[config.mk]
export PLATFORM = sky130hd
export DESIGN_NAME = rmmm_queue
export DESIGN_NICKNAME = d
export VERILOG_FILES = /design/src/hw/rtl/rmmm_queue.sv
export SDC_FILE = /design/constraint.sdc
export NUM_CORES = 1
export LEC_CHECK = 0
export BUFFER_PORTS_ARGS = -buffer_cell sky130_fd_sc_hd__buf_2
export CAP_MARGIN = 20
export CORE_AREA = 2 2 114 116
export CTS_CLUSTER_DIAMETER = 40
export DETAILED_ROUTE_END_ITERATION = 10
export DIE_AREA = 0 0 116 118
export PLACE_DENSITY = 0.62
export RECOVER_POWER = 25
export SYNTH_ARGS = -nofsm -noshare
export SYNTH_HDL_FRONTEND = slang
export SYNTH_SLANG_ARGS = --single-unit
[constraint.sdc]
create_clock -name clk_i -period 9.7 [get_ports clk_i]
set_input_delay 0.485 -clock clk_i [delete_from_list [all_inputs] [get_ports clk_i]]
set_output_delay 0.485 -clock clk_i [all_outputs]
set_load 0.05 [all_outputs]
[src/hw/rtl/rmmm_queue.sv]
`timescale 1ns / 1ps

module rmmm_queue #(
  parameter int unsigned Width = 53
) (
  input  logic             clk_i,
  input  logic             rst_ni,
  input  logic             push_i,
  input  logic [Width-1:0] wdata_i,
  output logic             full_o,
  input  logic             pop_i,
  output logic             valid_o,
  output logic [Width-1:0] rdata_o
);

  localparam int unsigned Depth = 2;
  localparam logic [1:0]  Full  = 2'(Depth);

  logic [Width-1:0] mem_q [Depth];
  logic             wr_ptr_q, wr_ptr_d;
  logic             rd_ptr_q, rd_ptr_d;
  logic [1:0]       cnt_q, cnt_d;

  always_comb begin
    wr_ptr_d = push_i ? ~wr_ptr_q : wr_ptr_q;
    rd_ptr_d = pop_i ? ~rd_ptr_q : rd_ptr_q;
    cnt_d    = cnt_q;
    if (push_i && !pop_i) begin
      cnt_d = cnt_q + 2'd1;
    end else if (pop_i && !push_i) begin
      cnt_d = cnt_q - 2'd1;
    end
  end

  always_ff @(posedge clk_i or negedge rst_ni) begin
    if (!rst_ni) begin
      wr_ptr_q <= 1'b0;
      rd_ptr_q <= 1'b0;
      cnt_q    <= '0;
    end else begin
      wr_ptr_q <= wr_ptr_d;
      rd_ptr_q <= rd_ptr_d;
      cnt_q    <= cnt_d;
    end
  end

  always_ff @(posedge clk_i) begin
    if (push_i) begin
      mem_q[wr_ptr_q] <= wdata_i;
    end
  end

  assign full_o  = (cnt_q == Full);
  assign valid_o = (cnt_q != 2'd0);
  assign rdata_o = mem_q[rd_ptr_q];

endmodule

==> reports/results.ini <==
[outcome]
outcome = completed

[global_routing]
use_met3_pct = 3.50
grt_pass1_vias = 2179
global_route.usage.met1_pct = 11.8
antenna_found_initial = 0
grt.busiest_layer = met2
grt_pass1_wl_mm = 10.7
use_met2_pct = 17.4
track_usage_pct = 10.5
gr-total-overflow = 0
grt_max_degree = 55

[detailed_routing]
remaining_drc_errors = 0
viasPerCell = 4.21
num_vias = 2006
totalWireLength_mm = 7.02
ant_nets = 0
drt_pre_antenna_iters = 3
drt-initial-drc-count = 84
route.detailed.wl_per_inst_um = 14.7

[logic_synthesis]
postSynthCellCount = 181
ys_seq_area_share_pct = 77.0
synth-seq-cells = 110
synth_cell_types = 14
yosys_warnings = 0
syn-num-nets = 239
syn_area_um2 = 4260
avgSynthCellArea_um2 = 23.6

[clock_tree]
clock_sinks = 110
cts_tree = yes
clk_transition_reported_paths_ns = 0.07
cts_max_level = 3
clock_path_buffers = 2
worstSkewPairLatency_ns = 0.34
cts_made_buffers = 9
root_buffer = clkbuf_16
cts_resized = 0

[sta]
rsz0062_at_grt = no
tightest_slew_ns = 1.03
period_needed_ns = 2.60
clock_skew_ns = 0.00561
hold_viol = 0
maxSlewViolCount = 0
period_share_pct = 26.8
fmax_ghz = 0.384
max_slew_margin_pct = 31.6
setup_tns_ns = 0
hold_slack_ns = 0.331
setup_viol = 0

[power_and_ir_drop]
power_mw = 1.77
peakVddDrop_v = 0.000207
leakagePower_nw = 2.06
power.density_nw_per_um2 = 339

[setup_path]
required_ns = 9.22
endpoint_kind = output pin
start_kind = register
critical_path_arrival_ns = 2.12
criticalPathCategory = register to output pin
crit_path_max_fanout = 54

[floorplan]
core_um2 = 12400
pin_count = 112
start_util_pct = 34.3
die-area_um2 = 13700
rows = 41
die_h_um = 118
die_x_um = 116

[cells_and_area]
synthToLayoutAreaGrowth_pct = 22.4
drive_gt1_share_pct = 55.7
antenna_cells = 0
fin_nets = 358
fillers = 1151

[place]
finalWeightedCongestion = 0.664
io_buffers = 111
dpl.hpwl_mm = 4.50

[min_path]
hold_path.class = input port to register

[job]
maxCapViolCount = 0

## sequential cells by signal (all words and copies together) (netlist names)
signal    count
wr_ptr_q      1
cnt_q         2
rd_ptr_q      1
mem_q       106
## kinds of logic after synthesis
family        share of synthesized area [%]
buf+inv                                2.70
simple gates                          0.675
flops                                  77.0
fa+ha+maj                             0.293
mux                                    18.3
xor+xnor                               1.03
## routing by layer
metal | share of wire, % | wire (µm) | vias up
li1 | - | - | 943
met1 | 42 | 2930 | 987
met2 | 50 | 3510 | 65
met3 | 6.1 | 430 | 11
met4 | 2.2 | 153 | 0
met5 | 0 | 0 | -
## power breakdown
group          internal [mW]  total [mW]  switching [mW]
clock network          0.188       0.339           0.150
registers              0.632       0.719          0.0875
logic                  0.244       0.711           0.467
## worst max-delay path: stages, from the launching register on
cell and delay [ns]:
dfrtp_4 1.10, mux2_2 0.42, buf_2 0.21
## cell usage in the layout, fill, tap and decap left out, drive strengths merged
| master | instances |
|---|---|
| buf | 101 |
| nor2b | 2 |
| xor2 | 4 |
| xnor2 | 1 |
| or2 | 1 |
| clkbuf | 27 |
| mux2 | 53 |
| edfxtp | 106 |
| dlygate4sd3 | 1 |
| nor2 | 1 |
| dfrtp | 4 |
| clkinv | 1 |
| and2 | 1 |
| inv | 1 |
| ha | 1 |
## cells in the mapped netlist, drive strengths merged
cell	number	share of area, %
mux2	53	18
xor2	4	0.82
nor2b	2	0.29
ha	1	0.29
nor2	1	0.088
inv	1	0.088
xnor2	1	0.21
edfxtp	106	75
or2	1	0.15
dfrtp	4	2.3
and2	1	0.15
buf	6	2.6
## final cells by class
cell class / instances / area, µm² / share of cell area, %
Inverter: 1 / 3.75 / 0.0719
Clock buffer: 15 / 268 / 5.13
Multi-Input combinational cell: 64 / 875 / 16.8
Sequential cell: 110 / 3290 / 63.0
Clock inverter: 1 / 5.00 / 0.0959
Tap cell: 172 / 215 / 4.12
Timing Repair Buffer: 114 / 566 / 10.8
## stage by stage
stage / util (%) / instance area (µm²) / worst slack (ns) / cells
after CTS: 42.2 / 5230 / 7.04 / 477
after global routing: 42.0 / 5220 / 7.00 / 477
final: 42.0 / 5220 / 7.10 / 477
after detailed placement: 39.9 / 4950 / 7.43 / 460
after global placement: 39.9 / 4950 / 7.46 / 460
after floorplan: - / 4260 / 6.40 / 181
## repair_timing
action | in CTS | in global routing
hold buffers | 1 | 0
endpoints found under the hold margin | 4 | 0
setup buffers | 0 | 0
## final timing paths
check	start	end	slack, ns	cells after the start
min in group asynchronous	rst_ni	wr_ptr_q$_DFFE_PN0P_	0.47	2
max in group asynchronous	rst_ni	rd_ptr_q$_DFFE_PN0P_	9.09	2
max reg2reg	wr_ptr_q$_DFFE_PN0P_	mem_q[1][51]$_DFFE_PP_	7.87	2
max	rd_ptr_q$_DFFE_PN0P_	rdata_o[46]	7.10	2
min reg2reg	cnt_q[1]$_DFFE_PN0P_	cnt_q[1]$_DFFE_PN0P_	0.48	1
min	wdata_i[15]	mem_q[1][15]$_DFFE_PP_	0.33	1
No activity file was read; power rests on OpenSTA's default activity.
