<file path="src/hw/rtl/rmmm_pkg.sv">
`timescale 1ns / 1ps

package rmmm_pkg;

  localparam int unsigned SampleW    = 12;
  localparam int unsigned ModeValueW = 9;
  localparam int unsigned ModeCountW = 16;

endpackage

</file>
<file path="src/hw/rtl/rmmm_front.sv">
`timescale 1ns / 1ps

module rmmm_front #(
  parameter int unsigned FracBits = 4,
  parameter int unsigned SeqWidth = 32,
  localparam int unsigned IdxW = rmmm_pkg::SampleW - FracBits + 1
) (
  input  logic                                 clk_i,
  input  logic                                 rst_ni,
  input  logic                                 in_valid_i,
  output logic                                 in_ready_o,
  input  logic signed [rmmm_pkg::SampleW-1:0]  sample_i,
  input  logic                                 clr_busy_i,
  input  logic                                 q_full_i,
  output logic                                 q_push_o,
  output logic        [rmmm_pkg::SampleW-1:0]  q_sample_o,
  output logic        [IdxW-1:0]               q_idx_o,
  output logic        [SeqWidth-1:0]           q_seq_o
);

  import rmmm_pkg::*;

  localparam int unsigned Offset = 1 << (SampleW - 1 - FracBits);
  localparam int unsigned Half   = (1 << FracBits) >> 1;

  logic                neg;
  logic [SampleW-1:0]  mag;
  logic [SampleW:0]    sum;
  logic [SampleW:0]    rnd;
  logic [SeqWidth-1:0] seq_q, seq_d;

  // Round half away from zero: add one half to the magnitude, then restore the sign.
  always_comb begin
    neg = sample_i[SampleW-1];
    mag = neg ? SampleW'(-sample_i) : SampleW'(sample_i);
    sum = {1'b0, mag} + (SampleW + 1)'(Half);
    rnd = sum >> FracBits;
  end

  assign q_idx_o    = neg ? IdxW'(Offset) - IdxW'(rnd) : IdxW'(Offset) + IdxW'(rnd);
  assign in_ready_o = ~q_full_i & ~clr_busy_i;
  assign q_push_o   = in_valid_i & in_ready_o;
  assign q_sample_o = sample_i;
  assign q_seq_o    = seq_q;

  always_comb begin
    seq_d = seq_q;
    if (q_push_o && (seq_q != '1)) begin
      seq_d = seq_q + 1'b1;
    end
  end

  always_ff @(posedge clk_i or negedge rst_ni) begin
    if (!rst_ni) begin
      seq_q <= '0;
    end else begin
      seq_q <= seq_d;
    end
  end

endmodule

</file>
<file path="config.mk">
export PLATFORM = sky130hd
export DESIGN_NAME = rmmm_front
export DESIGN_NICKNAME = d
export VERILOG_FILES = /design/src/hw/rtl/rmmm_pkg.sv /design/src/hw/rtl/rmmm_front.sv
export SDC_FILE = /design/constraint.sdc
export NUM_CORES = 1
export LEC_CHECK = 0
export ABC_AREA = 1
export BUFFER_PORTS_ARGS = -buffer_cell sky130_fd_sc_hd__buf_2
export CELL_PAD_IN_SITES_DETAIL_PLACEMENT = 0
export CELL_PAD_IN_SITES_GLOBAL_PLACEMENT = 2
export CORE_MARGIN = 1
export CORE_UTILIZATION = 29
export CTS_BUF_LIST = sky130_fd_sc_hd__clkbuf_8
export DETAILED_ROUTE_END_ITERATION = 7
export PLACE_DENSITY = 0.92
export SLEW_MARGIN = 20
export SYNTH_ARGS = -nofsm -noshare
export SYNTH_HDL_FRONTEND = slang
export SYNTH_SLANG_ARGS = --single-unit
</file>
<file path="constraint.sdc">
create_clock -name clk_i -period 2.1 [get_ports clk_i]
set_input_delay 0.21 -clock clk_i [delete_from_list [all_inputs] [get_ports clk_i]]
set_output_delay 0.21 -clock clk_i [all_outputs]
set_load 0.005 [all_outputs]
</file>
==> out/summary.log, run 1 <==
[outcome] status finished, violations left
[outcome] failing checks negative hold slack
[synthesis] most used flip-flop cell after synthesis sky130_fd_sc_hd__dfrtp_1
[clock_tree] Worst-path clk slew 0.07 ns
[floorplan] core area 0.00830 sq mm
[global_route] initial antenna violation count 0
[sta] Hold Fails Final Rpt 14
[placed_design] placed inst area 0.00301 sq mm
[detailed_routing] WL/cell 11.6 microns
[sta] final setup violation count 0
[placed_design] number of buffer cells added on primary ports 71
[synthesis] Cell variety after synth 31
[clock_tree] clk sinks 32
[detailed_routing] total length of routed wires 6240 microns
[clock_tree] worst-skew pair later-pin latency 0.28 ns
[synthesis] dominant cells by area after synthesis sky130_fd_sc_hd__dfrtp_1 32%, sky130_fd_sc_hd__nand2_1 13%, sky130_fd_sc_hd__xor2_1 8.4%, sky130_fd_sc_hd__inv_1 6.5%, sky130_fd_sc_hd__nand3_1 6.2%
[detailed_routing] Post-DRT Antenna Nets 0
[sta] min cycle time layout 2.07 ns
[synthesis] Async SR Flop Fraction 1.00
[synthesis] multiplexer share of the synthesized area 0
[floorplan] Top Ports 72
[critical_path] buffering stage count on the worst path with inverters included 5
[critical_path] R2R depth 13
[sta] Fin Setup TNS 0 ns
[synthesis] dominant combinational cell family by area after synthesis simple AND/OR/NAND/NOR gates
[clock_tree] clock tree buffer depth 2
[sta] Worst Skew 0.00538 ns
[synthesis] xor and xnor area share after synthesis 0.119
[critical_path] endpoint type of the worst setup path output port
[floorplan] Horiz. Die Dim 94.9 microns
[critical_path] register-to-register setup slack 0.14 ns
[detailed_routing] iteration count of the initial detailed-routing pass 4
[critical_path] Top cell by count, worst path sky130_fd_sc_hd__nand2_2
[finish] footprint of the multi-input gates 0.00157 sq mm
[sta] upper clock frequency limit 484 MHz
[critical_path] crit path to q_idx_o[8]
[clock_tree] count of hold buffers inserted by post-cts repair 0
[detailed_routing] routed vias 2446
[global_route] Global Route Usage Sum 0.143
[synthesis] sequential area share after synthesis 0.320
[placed_design] final weighted congestion of routability-driven global placement 0.802
[global_route] vias in the first global route 2222
[floorplan] vertical die dimension 94.9 microns
[critical_path] arrival time of data at the critical path endpoint 1.86 ns
[synthesis] Synth top area share 0.320
[synthesis] leading cell types by count after synthesis 85 x sky130_fd_sc_hd__nand2_1, 43 x sky130_fd_sc_hd__inv_1, 33 x sky130_fd_sc_hd__nor2_1, 32 x sky130_fd_sc_hd__dfrtp_1, 31 x sky130_fd_sc_hd__nand3_1
[finish] P&R area growth vs syn 35.8%
[global_route] residual overflow from global routing 0
[synthesis] #FFs+latches synth 32
[finish] number of inserted diodes 0
[critical_path] startpoint of the most critical setup path sample_i[1]
[pwr] LEAKAGE 1.78 nW
[sta] headroom to the max-slew limit 0.507
[finish] number of nets in the layout 455
[critical_path] longest individual stage delay on the worst path 0.16 ns
[detailed_routing] DRC marker count from the first detailed-route iteration 62
[sta] crit path setup slack, layout 0.0343 ns
[finish] flip-flop and latch area 801 sq um
[pwr] maximum ir drop on the vdd rail 198 uV
[synthesis] Post-Synthesis Cells 343
[synthesis] area share of fa/ha/maj cells after synthesis 0.0150
[synthesis] number of synthesized flops with an enable pin 0
[critical_path] largest delay contributor family on the critical path simple AND/OR/NAND/NOR gates
[critical_path] depth of the critical timing path with buffers and inverters included 17
[critical_path] Reg-to-Reg Start q_seq_o[0]
[detailed_routing] DR DRC count 0
[sta] Slew @ Worst Pin 0.740 ns
[synthesis] Mapped Nets 363
[synthesis] mean post-synth cell area 7.30 sq um
[floorplan] Core Rows 33
[sta] max-slew violation count 0
[finish] Final Instance Area 0.00340 sq mm
[synthesis] count leader, synth sky130_fd_sc_hd__nand2_1
[sta] unrepaired setup endpoints after global routing true
[global_route] largest net degree at the start of global routing 33
[global_route] global-route wire length before repair 10100 microns
[detailed_routing] via count normalized by instance count 4.53
[finish] number of fillers in the final layout 875
[synthesis] Compound-Gate Fraction of Synth Area 0.0215
[min_path] classification of the worst-slack hold path input pin to async pin
[critical_path] cells along the critical path buf_8 -> nor2_4 -> nand2_2 -> nand2_1 -> nand2_1 -> nand2_2 -> ha_4 -> inv_4 -> nand2_2 -> nand2_2 -> ha_4 -> nand3_2 -> nor2b_4 -> buf_4 -> buf_4 -> a31oi_1 -> buf_2
[finish] proportion of layout cells with a drive suffix above 1 0.425
[sta] hold slack -0.0111 ns
[placed_design] DP HPWL 4930 microns
[synthesis] Synth Area in Simple Gates 0.399
[clock_tree] CTS tree built
[flow_run] MaxCap Viol Count 0
[sta] Tcrit/Tclk final 0.984
[critical_path] Max FO, Critical Path 3
[floorplan] Initial Util 0.302
[synthesis] cell type with the highest aggregate area in the netlist sky130_fd_sc_hd__dfrtp_1
[critical_path] required time of the critical path 1.89 ns
[synthesis] Warnings, synthesis 0
[critical_path] kind of launch point of the worst setup path input pin
[pwr] areal power density over the cells 477 mW/mm^2
[critical_path] Crit Reg-Reg Endpoint q_seq_o[15]
[placed_design] worst-case setup slack after placement -0.0595 ns
[synthesis] cell area after technology mapping 0.00250 sq mm
[finish] Largest register FFs 32
[critical_path] library cell contributing the largest single delay on the critical path sky130_fd_sc_hd__ha_4
[floorplan] Total Die Area 0.00900 sq mm
[clock_tree] H-tree levels 2
[clock_tree] library cell used as clock root buffer sky130_fd_sc_hd__clkbuf_8
[critical_path] type of the worst setup path input pin to output port
[clock_tree] Inserted Clock Buffers 5
[final cells by class]
class,instances,share of cell area
Clock buffer,5,0.0202
Clock inverter,2,0.00258
Tap cell,105,0.0386
Multi-Input combinational cell,247,0.462
Sequential cell,32,0.236
Timing Repair Buffer,101,0.186
Inverter,48,0.0552
[metal layers]
metal / GRT usage / part of all wire / vias to the layer above
met3: 0.0290 / 0.043 / 7
li1: - / - / 1246
met1: 0.181 / 0.45 / 1137
met2: 0.249 / 0.50 / 56
met4: 0.0354 / 0.012 / 0
met5: 0 / 0 / -
[worst min-delay path by stage]
| stage | to | depth (start not counted) | slack, ns | start |
|---|---|---|---|---|
| floorplan | q_seq_o[0] | 0 | -0.09 | rst_ni |
| global placement | q_seq_o[22] | 1 | 0.30 | rst_ni |
| detailed placement | q_seq_o[23] | 1 | 0.32 | rst_ni |
| CTS | q_seq_o[22] | 1 | 0.009 | rst_ni |
| global route | q_seq_o[22] | 1 | 0.05 | rst_ni |
| finish | q_seq_o[19] | 1 | -0.01 | rst_ni |
[cell usage in the layout (no fill, tap or decap), drive strengths merged, types with 3 or more instances in the layout]
cell,n
o21ai,6
buf,101
ha,3
inv,49
xnor2,10
xor2,24
nand2,98
nand3,35
clkbuf,5
nor2,43
dfrtp,32
nor4,4
nor3,10
nand4,8
[report_power, final]
group,switching (mW),internal [mW],leakage (nW),total [mW]
sequential,0.0376,0.658,0.407,0.696
clock,0.215,0.220,0.0452,0.435
combinational,0.254,0.237,1.33,0.492
[kinds of logic (layout without fill, tap and decap cells)]
logic type,after synthesis,in the layout
DFF,32,32
xor gates and xnor gates,34,34
AOI/OAI and AO/OA,9,9
and+or+nand+nor,201,201
buffers and inverters,64,156
adders and majority gates,3,3
[per-stage QoR]
step            util  instances  power, mW
2_1_floorplan      -        343      0.938
3_3_place_gp   0.363        523       1.12
3_5_place_dp   0.363        523       1.13
4_1_cts        0.379        532       1.58
5_1_grt        0.410        540       1.73
6_report       0.410        540       1.62
[timing repair]
| action | CTS | global route |
|---|---|---|
| gates resized for setup | 12 | 59 |
| buffers inserted | 2 | 8 |
| pin swaps | 7 | 44 |
| setup endpoints to repair | 3 | 10 |
(Power assumes the default switching activity.)
==> run 2: changes to the inputs <==
--- a/config.mk
+++ b/config.mk
@@ -5,15 +5,14 @@
 export SDC_FILE = /design/constraint.sdc
 export NUM_CORES = 1
 export LEC_CHECK = 0
-export ABC_AREA = 1
 export BUFFER_PORTS_ARGS = -buffer_cell sky130_fd_sc_hd__buf_2
 export CELL_PAD_IN_SITES_DETAIL_PLACEMENT = 0
 export CELL_PAD_IN_SITES_GLOBAL_PLACEMENT = 2
 export CORE_MARGIN = 1
-export CORE_UTILIZATION = 29
+export CORE_UTILIZATION = 31
 export CTS_BUF_LIST = sky130_fd_sc_hd__clkbuf_8
 export DETAILED_ROUTE_END_ITERATION = 7
-export PLACE_DENSITY = 0.92
+export PLACE_DENSITY = 0.93
 export SLEW_MARGIN = 20
 export SYNTH_ARGS = -nofsm -noshare
 export SYNTH_HDL_FRONTEND = slang
==> run 2 against run 1 <==
Compared with the run above:
- the run ends with negative hold slack, negative setup slack left
- clock power rose by 30%
- core utilization grew 4.8 points
- sequential cell count did not move
- highest routed layer unchanged
==> out/summary.log, run 2 <==
[placed_design] DP HPWL 3940 microns
[sta] headroom to the max-slew limit 0.523
[synthesis] Cell variety after synth 46
[critical_path] kind of launch point of the worst setup path input pin
[sta] max-slew violation count 0
[synthesis] mean post-synth cell area 9.54 sq um
[sta] upper clock frequency limit 340 MHz
[floorplan] Core Rows 30
[synthesis] number of synthesized flops with an enable pin 0
[finish] P&R area growth vs syn 41.0%
[floorplan] Horiz. Die Dim 87.0 microns
[critical_path] longest individual stage delay on the worst path 0.54 ns
[detailed_routing] routed vias 2026
[critical_path] arrival time of data at the critical path endpoint 2.73 ns
[pwr] maximum ir drop on the vdd rail 426 uV
[critical_path] largest delay contributor family on the critical path simple AND/OR/NAND/NOR gates
[floorplan] Initial Util 0.324
[critical_path] startpoint of the most critical setup path sample_i[2]
[critical_path] cells along the critical path buf_6 -> or4_4 -> nand2_4 -> xnor2_2 -> ha_4 -> inv_4 -> o221ai_2 -> o211ai_1 -> xor2_1 -> or4_4 -> o31ai_4 -> xnor2_1 -> buf_2
[sta] unrepaired setup endpoints after global routing true
[critical_path] endpoint type of the worst setup path output port
[clock_tree] Worst-path clk slew 0.07 ns
[finish] most common cell after layout, fill and taps aside sky130_fd_sc_hd__buf_2
[synthesis] sequential area share after synthesis 0.357
[critical_path] R2R depth 7
[placed_design] placed inst area 0.00293 sq mm
[critical_path] Max FO, Critical Path 4
[clock_tree] H-tree levels 2
[critical_path] required time of the critical path 1.89 ns
[floorplan] vertical die dimension 87.0 microns
[finish] Layout Cells excl Fill 433
[synthesis] cell type with the highest aggregate area in the netlist sky130_fd_sc_hd__dfrtp_1
[min_path] classification of the worst-slack hold path input pin to async pin
[synthesis] most used flip-flop cell after synthesis sky130_fd_sc_hd__dfrtp_1
[synthesis] Post-Synthesis Cells 235
[clock_tree] count of hold buffers inserted by post-cts repair 0
[clock_tree] Inserted Clock Buffers 5
[flow_run] MaxCap Viol Count 0
[critical_path] library cell contributing the largest single delay on the critical path sky130_fd_sc_hd__or4_4
[sta] crit path setup slack, layout -0.837 ns
[detailed_routing] Post-DRT Antenna Nets 0
[sta] final setup violation count 8
[critical_path] type of the worst setup path input pin to output port
[clock_tree] worst-skew pair later-pin latency 0.27 ns
[global_route] global-route wire length before repair 8660 microns
[sta] hold slack -0.0158 ns
[synthesis] Async SR Flop Fraction 1.00
[sta] Hold Fails Final Rpt 32
[pwr] areal power density over the cells 563 mW/mm^2
[finish] Final Instance Area 0.00316 sq mm
[sta] Slew @ Worst Pin 0.716 ns
[detailed_routing] iteration count of the initial detailed-routing pass 4
[floorplan] core area 0.00691 sq mm
[critical_path] Top cell by count, worst path sky130_fd_sc_hd__or4_4
[global_route] vias in the first global route 1892
[synthesis] cell area after technology mapping 0.00224 sq mm
[detailed_routing] via count normalized by instance count 4.68
[clock_tree] clock tree buffer depth 2
[synthesis] Mapped Nets 255
[finish] number of inserted diodes 0
[critical_path] buffering stage count on the worst path with inverters included 3
[synthesis] count leader, synth sky130_fd_sc_hd__dfrtp_1
[finish] proportion of layout cells with a drive suffix above 1 0.466
[detailed_routing] WL/cell 11.7 microns
[synthesis] Synth top area share 0.357
[critical_path] crit path to q_idx_o[7]
[critical_path] Reg-to-Reg Start q_seq_o[22]
[synthesis] dominant cells by area after synthesis sky130_fd_sc_hd__dfrtp_1 36%, sky130_fd_sc_hd__xnor2_1 12%, sky130_fd_sc_hd__xor2_1 6.6%, sky130_fd_sc_hd__buf_4 4.4%, sky130_fd_sc_hd__nor2_1 3.4%
[finish] commonest cells after routing, fill and taps aside 69 x sky130_fd_sc_hd__buf_2, 39 x sky130_fd_sc_hd__buf_4, 32 x sky130_fd_sc_hd__dfrtp_1, 29 x sky130_fd_sc_hd__xnor2_1, 19 x sky130_fd_sc_hd__nor2_1
[sta] Tcrit/Tclk final 1.40
[clock_tree] clk sinks 32
[global_route] residual overflow from global routing 0
[pwr] LEAKAGE 1.54 nW
[placed_design] Inst Count DP 424
[critical_path] register-to-register setup slack 0.16 ns
[detailed_routing] total length of routed wires 5080 microns
[global_route] largest net degree at the start of global routing 33
[detailed_routing] DR DRC count 0
[sta] min cycle time layout 2.94 ns
[finish] Largest register FFs 32
[synthesis] Warnings, synthesis 0
[critical_path] depth of the critical timing path with buffers and inverters included 13
[detailed_routing] DRC marker count from the first detailed-route iteration 26
[outcome] status finished, violations left
[placed_design] final weighted congestion of routability-driven global placement 0.846
[synthesis] #FFs+latches synth 32
[finish] number of nets in the layout 356
[outcome] failing checks negative hold slack, negative setup slack
[critical_path] Crit Reg-Reg Endpoint q_seq_o[1]
[global_route] initial antenna violation count 0
[floorplan] Total Die Area 0.00757 sq mm
[synthesis] leading cell types by count after synthesis 32 x sky130_fd_sc_hd__dfrtp_1, 30 x sky130_fd_sc_hd__xnor2_1, 20 x sky130_fd_sc_hd__nor2_1, 17 x sky130_fd_sc_hd__xor2_1, 15 x sky130_fd_sc_hd__nand2_1
[clock_tree] library cell used as clock root buffer sky130_fd_sc_hd__clkbuf_8
[floorplan] Top Ports 72
[placed_design] number of buffer cells added on primary ports 71
[finish] number of fillers in the final layout 704
[clock_tree] CTS tree built
[global_route] Global Route Usage Sum 0.142
[sta] Worst Skew 0.00618 ns
[run 2: cell families after synthesis]
| family | synth area share |
|---|---|
| flops | 0.357 |
| buf+inv | 0.0720 |
| mux | 0.0100 |
| compound gates | 0.113 |
| fa+ha+maj | 0.0168 |
| xor+xnor | 0.205 |
| simple gates | 0.226 |
[run 2: power by group]
part / leakage (nW) / switching (mW) / internal (mW)
clock network: 0.0593 / 0.218 / 0.347
logic: 1.05 / 0.237 / 0.268
registers: 0.434 / 0.0488 / 0.659
[run 2: what timing repair did]
item                                    4_1_cts  5_1_grt
setup buffers                                 1        0
pin swaps                                    17        6
endpoints found under the setup margin        8       19
resized for setup                            14        8
[run 2: per-stage QoR]
| step | util | TNS [ns] | setup WS (ns) | total power, mW | hold slack (ns) |
|---|---|---|---|---|---|
| finish | 0.457 | -4.82 | -0.837 | 1.78 | -0.0158 |
| CTS | 0.452 | -4.94 | -0.840 | 1.81 | 0.000495 |
| floorplan | - | -4.16 | -0.774 | 0.972 | -0.0856 |
| global route | 0.457 | -5.73 | -0.961 | 1.88 | 0.0369 |
| global placement | 0.424 | -5.50 | -0.904 | 1.18 | 0.301 |
| detailed placement | 0.424 | -5.75 | -0.945 | 1.19 | 0.307 |
[run 2: layout make-up]
cell class	instances	area, sq um	area share
multi-input cells	175	1420	0.448
flip-flops and latches	32	801	0.253
repair buffers	111	672	0.213
well taps	96	120	0.0380
clock buffers	5	68.8	0.0218
inverters	11	43.8	0.0139
clock inverters	3	38.8	0.0123
[run 2: routing by layer]
metal / share of wire / track usage
met1: 0.49 / 0.193
met2: 0.46 / 0.228
met3: 0.044 / 0.0322
met4: 0.0081 / 0.0364
met5: 0 / 0
[run 2: worst min-delay path by stage]
| stage | start | endpoint | slack, ns |
|---|---|---|---|
| 3_5_place_dp | rst_ni | q_seq_o[19] | 0.31 |
| 4_1_cts | rst_ni | q_seq_o[19] | 0.0005 |
| 5_1_grt | rst_ni | q_seq_o[16] | 0.04 |
| 2_1_floorplan | rst_ni | q_seq_o[0] | -0.09 |
| 3_3_place_gp | rst_ni | q_seq_o[19] | 0.30 |
| 6_report | rst_ni | q_seq_o[19] | -0.02 |
[run 2: worst reg2reg max path, cell delays in order (launching register included)]
cell,delay [ns]
sky130_fd_sc_hd__dfrtp_1,0.41
sky130_fd_sc_hd__and4_1,0.27
sky130_fd_sc_hd__nand4_1,0.23
sky130_fd_sc_hd__nor3_2,0.25
sky130_fd_sc_hd__and3_1,0.22
sky130_fd_sc_hd__nor2b_1,0.05
sky130_fd_sc_hd__buf_4,0.15
sky130_fd_sc_hd__mux2_2,0.26
==> run 3: changes to the inputs <==
--- a/config.mk
+++ b/config.mk
@@ -12,7 +12,7 @@
 export CORE_UTILIZATION = 31
 export CTS_BUF_LIST = sky130_fd_sc_hd__clkbuf_8
 export DETAILED_ROUTE_END_ITERATION = 7
-export PLACE_DENSITY = 0.93
+export PLACE_DENSITY_LB_ADDON = 0.08
 export SLEW_MARGIN = 20
 export SYNTH_ARGS = -nofsm -noshare
 export SYNTH_HDL_FRONTEND = slang
==> run 3 against run 2 <==
Compared with the run above:
- the flow still finishes with violations (negative hold slack, negative setup slack)
- highest routed layer unchanged
- critical endpoint unchanged
- setup slack worse by 0.086 ns
- die area unchanged
- non-clock buffer count increased by 4
- sequential share of layout area hardly changed
==> out/summary.log, run 3 (synthesis results as in run 2) <==
[finish] commonest cells after routing, fill and taps aside 69 x sky130_fd_sc_hd__buf_2, 42 x sky130_fd_sc_hd__buf_4, 32 x sky130_fd_sc_hd__dfrtp_1, 28 x sky130_fd_sc_hd__xnor2_1, 20 x sky130_fd_sc_hd__nor2_1
[detailed_routing] total length of routed wires 5440 microns
[sta] hold slack -0.00745 ns
[critical_path] library cell contributing the largest single delay on the critical path sky130_fd_sc_hd__or4_4
[pwr] areal power density over the cells 525 mW/mm^2
[global_route] global-route wire length before repair 9000 microns
[placed_design] Inst Count DP 429
[clock_tree] count of hold buffers inserted by post-cts repair 0
[floorplan] Top Ports 72
[critical_path] Top cell by count, worst path sky130_fd_sc_hd__or4_4
[floorplan] Horiz. Die Dim 87.0 microns
[critical_path] kind of launch point of the worst setup path input pin
[sta] min cycle time layout 3.02 ns
[floorplan] Initial Util 0.324
[clock_tree] clk sinks 32
[sta] Tcrit/Tclk final 1.44
[finish] number of nets in the layout 360
[critical_path] longest individual stage delay on the worst path 0.53 ns
[sta] crit path setup slack, layout -0.923 ns
[pwr] Pwr Total 1.66 mW
[clock_tree] Worst-path clk slew 0.06 ns
[sta] unrepaired setup endpoints after global routing true
[outcome] status finished, violations left
[floorplan] vertical die dimension 87.0 microns
[critical_path] arrival time of data at the critical path endpoint 2.81 ns
[global_route] Global Route Usage Sum 0.150
[sta] Slew @ Worst Pin 0.724 ns
[placed_design] number of buffer cells added on primary ports 71
[clock_tree] worst-skew pair later-pin latency 0.27 ns
[detailed_routing] DR DRC count 0
[global_route] global routing usage on met2 0.228
[sta] headroom to the max-slew limit 0.517
[critical_path] Max FO, Critical Path 3
[outcome] failing checks negative hold slack, negative setup slack
[clock_tree] clock tree buffer depth 2
[clock_tree] CTS tree built
[finish] number of inserted diodes 0
[finish] most common cell after layout, fill and taps aside sky130_fd_sc_hd__buf_2
[critical_path] type of the worst setup path input pin to output port
[pwr] LEAKAGE 1.55 nW
[clock_tree] Inserted Clock Buffers 5
[pwr] maximum ir drop on the vdd rail 431 uV
[placed_design] final weighted congestion of routability-driven global placement 0.813
[critical_path] required time of the critical path 1.89 ns
[detailed_routing] WL/cell 12.5 microns
[global_route] met3 track utilization from global routing 0.0294
[flow_run] MaxCap Viol Count 0
[placed_design] DP HPWL 4180 microns
[finish] Layout Cells excl Fill 436
[finish] P&R area growth vs syn 40.9%
[sta] final setup violation count 8
[placed_design] worst-case setup slack after placement -0.962 ns
[global_route] vias in the first global route 1881
[detailed_routing] via count normalized by instance count 4.62
[global_route] initial antenna violation count 0
[clock_tree] library cell used as clock root buffer sky130_fd_sc_hd__clkbuf_8
[detailed_routing] iteration count of the initial detailed-routing pass 4
[sta] Worst Skew 0.00437 ns
[floorplan] Total Die Area 0.00757 sq mm
[min_path] classification of the worst-slack hold path input pin to async pin
[sta] upper clock frequency limit 331 MHz
[detailed_routing] DRC marker count from the first detailed-route iteration 115
[critical_path] endpoint type of the worst setup path output port
[detailed_routing] Post-DRT Antenna Nets 0
[floorplan] Core Rows 30
[floorplan] core area 0.00691 sq mm
[critical_path] cells along the critical path buf_6 -> or4_4 -> nand2_2 -> xnor2_2 -> ha_2 -> inv_4 -> o221ai_2 -> o211ai_1 -> xor2_1 -> or4_4 -> o31ai_4 -> xnor2_1 -> buf_2
[clock_tree] H-tree levels 2
[global_route] Most Used Layer, Global Route met2
[clock_tree] post-CTS setup repair buffer count 0
[global_route] residual overflow from global routing 0
[global_route] met1 Resource Use GR 0.217
[finish] Largest register FFs 32
[sta] max-slew violation count 0
[finish] proportion of layout cells with a drive suffix above 1 0.471
[global_route] largest net degree at the start of global routing 33
[detailed_routing] routed vias 2014
[sta] Hold Fails Final Rpt 12
## run 3: final timing paths
path | from | end | slack (ns) | cells after the start
setup / recovery | sample_i[2] | q_idx_o[7] | -0.92 | 13
hold / removal | rst_ni | q_seq_o[19] | -0.007 | 1
setup reg to reg | q_seq_o[16] | q_seq_o[12] | 0.18 | 8
hold reg to reg | q_seq_o[19] | q_seq_o[19] | 0.48 | 1
max in group asynchronous | rst_ni | q_seq_o[24] | 1.64 | 1
min in group clk_i | q_seq_o[19] | q_seq_o[19] | 0.48 | 1
## run 3: final cells by class
cell class / instances / area [sq um]
sequential: 32 / 801
clock buffer: 5 / 68.8
clock inverter: 2 / 8.76
timing repair buffer: 115 / 714
multi-input combinational: 175 / 1400
inverter: 11 / 43.8
tap: 96 / 120
fill: 744 / 3750
## run 3: where the power goes
group | internal (mW) | switching, mW
clock network | 0.220 | 0.207
registers | 0.659 | 0.0432
logic | 0.279 | 0.247
## run 3: critical path: cells and delay by family
kind,cells,cell delay (ns)
and+or+nand+nor,3,1.15
AOI/OAI and AO/OA,3,0.48
buffers and inverters,3,0.28
xor gates and xnor gates,3,0.43
adders and majority gates,1,0.26
## run 3: layer usage
metal	vias to the layer above	part of all wire
met4	0	0.0061
met3	4	0.038
met5	-	0
met1	939	0.52
met2	53	0.44
li1	1018	-
## run 3: per-stage QoR
stage / hold slack (ns) / utilization / TNS (ns) / cell area [sq um]
after floorplan: -0.0856 / - / -4.16 / 2280
after global placement: 0.325 / 0.431 / -5.69 / 2980
after detailed placement: 0.321 / 0.431 / -5.90 / 2980
after CTS: 0.0195 / 0.448 / -5.39 / 3090
after global routing: 0.0511 / 0.457 / -6.46 / 3160
final: -0.00745 / 0.457 / -5.41 / 3160
## run 3: what timing repair did
| item | 4_1_cts | 5_1_grt |
|---|---|---|
| pin swaps | 6 | 9 |
| hold endpoints to repair | 0 | 0 |
| gates cloned | 0 | 0 |
| endpoints found under the setup margin | 8 | 22 |
| gates resized for setup | 6 | 14 |
